File: config.mk
export PLATFORM = sky130hd
export DESIGN_NAME = lmh_level
export DESIGN_NICKNAME = d
export VERILOG_FILES = /design/src/rtl/core/lmh_pkg.sv /design/src/rtl/core/lmh_level.sv
export SDC_FILE = /design/constraint.sdc
export NUM_CORES = 1
export LEC_CHECK = 0
export BUFFER_PORTS_ARGS = -buffer_cell sky130_fd_sc_hd__buf_4
export CAP_MARGIN = 20
export CORE_AREA = 2 2 275 277
export CTS_BUF_LIST = sky130_fd_sc_hd__clkbuf_4
export DETAILED_ROUTE_END_ITERATION = 7
export DIE_AREA = 0 0 277 279
export HOLD_SLACK_MARGIN = 0.03
export SYNTH_ARGS = -nofsm -noshare
export SYNTH_HDL_FRONTEND = slang
export SYNTH_SLANG_ARGS = --single-unit
File: constraint.sdc
create_clock -name clk -period 0.8 [get_ports clk]
set_input_delay 0.16 -clock clk [delete_from_list [all_inputs] [get_ports clk]]
set_output_delay 0.16 -clock clk [all_outputs]
set_load 0.05 [all_outputs]
File: src/rtl/core/lmh_pkg.sv
`timescale 1ns / 1ps
`default_nettype none
// ----------------------------------------------------------------------------
// lmh_pkg: shared definitions for the lexicographic min-heap merge block
// Default sizes, operation and error codes, the level cell command and the
// helpers that size each level of the heap.
// ----------------------------------------------------------------------------
package lmh_pkg;

  localparam int CAPACITY_DEF    = 64;
  localparam int KEY_FIELDS_DEF  = 7;
  localparam int FIELD_WIDTH_DEF = 32;

  localparam int MAX_KEY_FIELDS = 7;
  localparam int PORT_KEY_W     = 32;
  localparam int SRC_W          = 8;
  localparam int TOTAL_W        = 7;
  localparam int ERR_W          = 2;
  localparam int FUNC_W         = 2;

  localparam logic [FUNC_W-1:0] FUNC_INSERT  = 2'd0;
  localparam logic [FUNC_W-1:0] FUNC_REPLACE = 2'd1;
  localparam logic [FUNC_W-1:0] FUNC_POP     = 2'd2;

  localparam logic [ERR_W-1:0] ERR_OK    = 2'd0;
  localparam logic [ERR_W-1:0] ERR_FULL  = 2'd1;
  localparam logic [ERR_W-1:0] ERR_EMPTY = 2'd2;

  // Per-level port command: one read of a sibling row, one write of a half.
  typedef struct packed {
    logic rd;
    logic wr0;
    logic wr1;
  } cell_cmd_t;

  function automatic int level_count(int capacity);
    return $clog2(capacity + 1);
  endfunction

  // Rows of sibling pairs at a level; the root level keeps one row.
  function automatic int level_rows(int level, int capacity);
    int first;
    int span;
    first = (1 << level) - 1;
    span  = capacity - first;
    if (span > (1 << level)) span = 1 << level;
    if (span < 1) span = 1;
    if (level == 0) return 1;
    return (span + 1) >> 1;
  endfunction

  function automatic int addr_bits(int rows);
    return (rows > 1) ? $clog2(rows) : 1;
  endfunction

endpackage
`default_nettype wire

File: src/rtl/core/lmh_level.sv
`timescale 1ns / 1ps
`default_nettype none
// ----------------------------------------------------------------------------
// lmh_level: one level of the heap
// Holds the entries of one tree level as rows of sibling pairs, so a single
// registered read returns both children of a node.
// ----------------------------------------------------------------------------
module lmh_level import lmh_pkg::*; #(
  parameter int ROWS = 1,
  parameter int EW   = 232,
  parameter int RW   = 1
) (
  input  wire logic            clk,
  input  wire cell_cmd_t       cmd,
  input  wire logic [RW-1:0]   rd_row,
  input  wire logic [RW-1:0]   wr_row,
  input  wire logic [EW-1:0]   wdata,
  output logic      [2*EW-1:0] rdata
);

  localparam int AW = addr_bits(ROWS);

  logic [EW-1:0] mem0 [ROWS];
  logic [EW-1:0] mem1 [ROWS];
  logic [AW-1:0] ra;
  logic [AW-1:0] wa;

  assign ra = AW'(rd_row);
  assign wa = AW'(wr_row);

  always_ff @(posedge clk) begin
    if (cmd.wr0) mem0[wa] <= wdata;
    if (cmd.wr1) mem1[wa] <= wdata;
    // hold the last row read until the next read
    if (cmd.rd) rdata <= {mem1[ra], mem0[ra]};
  end

endmodule
`default_nettype wire

==> flow_metrics.tcl <==
set metrics [dict create \
    critPathSlowestCell "edfxtp_1" \
    fmax_mhz 549.0 \
    die_y_um 279 \
    reg2reg_depth 0 \
    clock-sinks 928 \
    vias 15280 \
    ys_async_sr_fraction 0 \
    synth_cell_types 1 \
    p_int_mw 81.92 \
    vias_per_cell 4.331 \
    violations "negative setup slack" \
    status "finished, violations left" \
    hpwl_um 45380 \
    synth_area_per_cell_um2 30.03 \
    drt_first_pass_iters 5 \
    ys_ff_latch 928 \
    synth_top_area_frac 1.000 \
    clk_path_buf_depth 3 \
    path_cells "buf_6" \
    synthesis.area_um2 27870 \
    die_w_um 277 \
    finClkSkew_ns 0.06514 \
    hold_viol 0 \
    slew_headroom 0.7027 \
    grt_pass1_vias 16880 \
    fillCellCount 5159 \
    synth_warnings 0 \
    ir_worst_vdd_uv 1707 \
    path_delay_family "flip-flops" \
    die_area_um2 77280 \
    fin_crit_sh 2.277 \
    power.total_mw 109.9 \
    ant_nets 0 \
    io_pins 702 \
    area_growth_pct 59.33 \
    core_area_um2 74070 \
    startpoint_type "flip-flop" \
    syn_inst 928 \
    power.switching_mw 27.97 \
    drt_iter0_drc 913 \
    rsz0062_at_grt "true" \
    hold_slack_ns 0.1778 \
    synth.yosys.seq_area_share 1.000 \
    crit_buf_inv 1 \
    leakage_nw 17.08 \
    finalWirelength_um 71020 \
    synthSimpleGateAreaFrac 0 \
    synth_edf_count 928 \
    synth_adder_area_share 0 \
    r2r-start "mem1[0][4]" \
    hold_depth 3 \
    num-multi-input-gates 0 \
    finalSetupViolations 470 \
    worst_pin_slew_ns 0.4459 \
    power_density_nw_per_um2 2475 \
    synth_compound_area_frac 0 \
    multiInputGateArea_um2 0 \
    cts_root_buf "clkbuf_4" \
    grt_overflow_total 0 \
    synth_xor_area_frac 0 \
    drc 0 \
    synthesis.nets 1166 \
    grt_pass1_wl_um 102600 \
    nNetsFinal 2624 \
    swShare 0.2545 \
    gr-usage-all-layers 0.1818 \
    wl_per_cell_um 20.13 \
    grt_start_max_net_pins 47 \
    hp-start "cmd[1]" \
    drv_slew 0 \
    hold_end "mem0[0][189]" \
    worst-path-max-fanout 1 \
    num_rows 100 \
    worst_ep_required_time_ns 0.64 \
    min-delay-path-class "primary input to flip-flop" \
    setup_slack_ns -1.022 \
    synthFlopType "edfxtp_1" \
    period_needed_ns 1.822 \
    htreeDepth 4 \
    crit_path_max_incr_delay_ns 0.44 \
    maxCapViolations 0 \
    antenna_found_initial 9 \
    clk_latency_ns 1.03 \
    dp_worst_setup_slack_ns -0.3359 \
    drive_gt1_frac 0.4353 \
    yosys-top-cells-count "928 x edfxtp_1" \
    reg2reg_to "rdata[236]" \
    synth.most_common_cell "edfxtp_1" \
    clkTransAtPathRegs_ns 0.07 \
    start_util 0.3762 \
    synth_top_area_cell "edfxtp_1" \
    path_class "flip-flop to output port" \
    cts_buffers 214 \
    cts_tree "done" \
    yosys-top-cells-area "edfxtp_1 100%" \
    arrival_ns 1.66 \
    p_comb_frac 0.125 \
    pwr-share-clk 0.336 \
    ff2ff_setup_slack_ns 0.07 \
    globalplace.congestion 0.8095 \
    synthMuxAreaShare 0 \
    p_seq_frac 0.539 \
    endpoint_kind "output port" \
    portBuffers 699 \
]
==> kinds of logic after synthesis <==
logic type  Yosys count
flops               928
==> metal layers <==
metal,GRT usage,routed length [um],up-vias,share of wire
met3,0.07690,5985,142,0.084
met1,0.1840,24350,7527,0.34
met5,0,62,-,0.00087
met2,0.3269,38440,696,0.54
met4,0.07762,2185,10,0.031
li1,-,-,6909,-
==> state kept, by name, summed over array words and instances, names as in the netlist <==
signal  count
mem0      232
rdata     464
mem1      232
==> worst max path at each step <==
stage / slack, ns / endpoint / cells after the start / start
finish: -1.02 / rdata[317] / 1 / rdata[317]
global route: -1.20 / rdata[317] / 1 / rdata[317]
CTS: -1.21 / rdata[459] / 1 / rdata[459]
global placement: -0.32 / mem1[0][194] / 2 / cmd[0]
floorplan: 0.04 / rdata[0] / 0 / rdata[0]
detailed placement: -0.34 / mem1[0][183] / 2 / cmd[0]
==> cell type report <==
cell class / count / area, um2 / area share
antenna: 8 / 20.02 / 0.0004509
sequential: 928 / 27870 / 0.6276
timing repair buffer: 1242 / 12550 / 0.2826
clock inverter: 63 / 357.8 / 0.008059
tap: 969 / 1212 / 0.02731
clock buffer: 319 / 2395 / 0.05394
==> power by group through the flow <==
stage	registers (mW)	logic, mW	clock network (mW)
6_report	59.2	13.8	36.9
5_1_grt	59.5	14.2	40.8
4_1_cts	59.2	13.8	37.8
3_5_place_dp	59.9	11.0	0
3_3_place_gp	59.8	10.9	0
2_1_floorplan	65.0	0	0
==> repair_timing <==
item | 4_1_cts | 5_1_grt
hold endpoints to repair | 1392 | 5
setup endpoints to repair | 464 | 558
cloned | 0 | 0
gates resized for setup | 464 | 0
buffers inserted | 0 | 0
hold buffers | 468 | 2
==> cells in the final DEF (no fill, tap or decap) <==
cell type and count:
buf_12 23, buf_4 283, buf_6 464, buf_8 3, bufinv_16 1, clkbuf_4 319
clkinv_1 44, clkinv_2 4, clkinv_4 2, clkinv_8 4, diode_2 8, dlygate4sd3_1 469
edfxtp_1 928, inv_2 2, inv_6 6
==> per-stage QoR <==
step           instances  area [um2]  TNS (ns)    util
2_1_floorplan        928       27870         0       -
3_3_place_gp        2670       35190   -187.31  0.4751
3_5_place_dp        2670       35190   -197.18  0.4751
4_1_cts             3520       44370   -532.55  0.5990
5_1_grt             3528       44400   -514.43  0.5994
6_report            3529       44400   -429.85  0.5994
(Power assumes the default switching activity.)
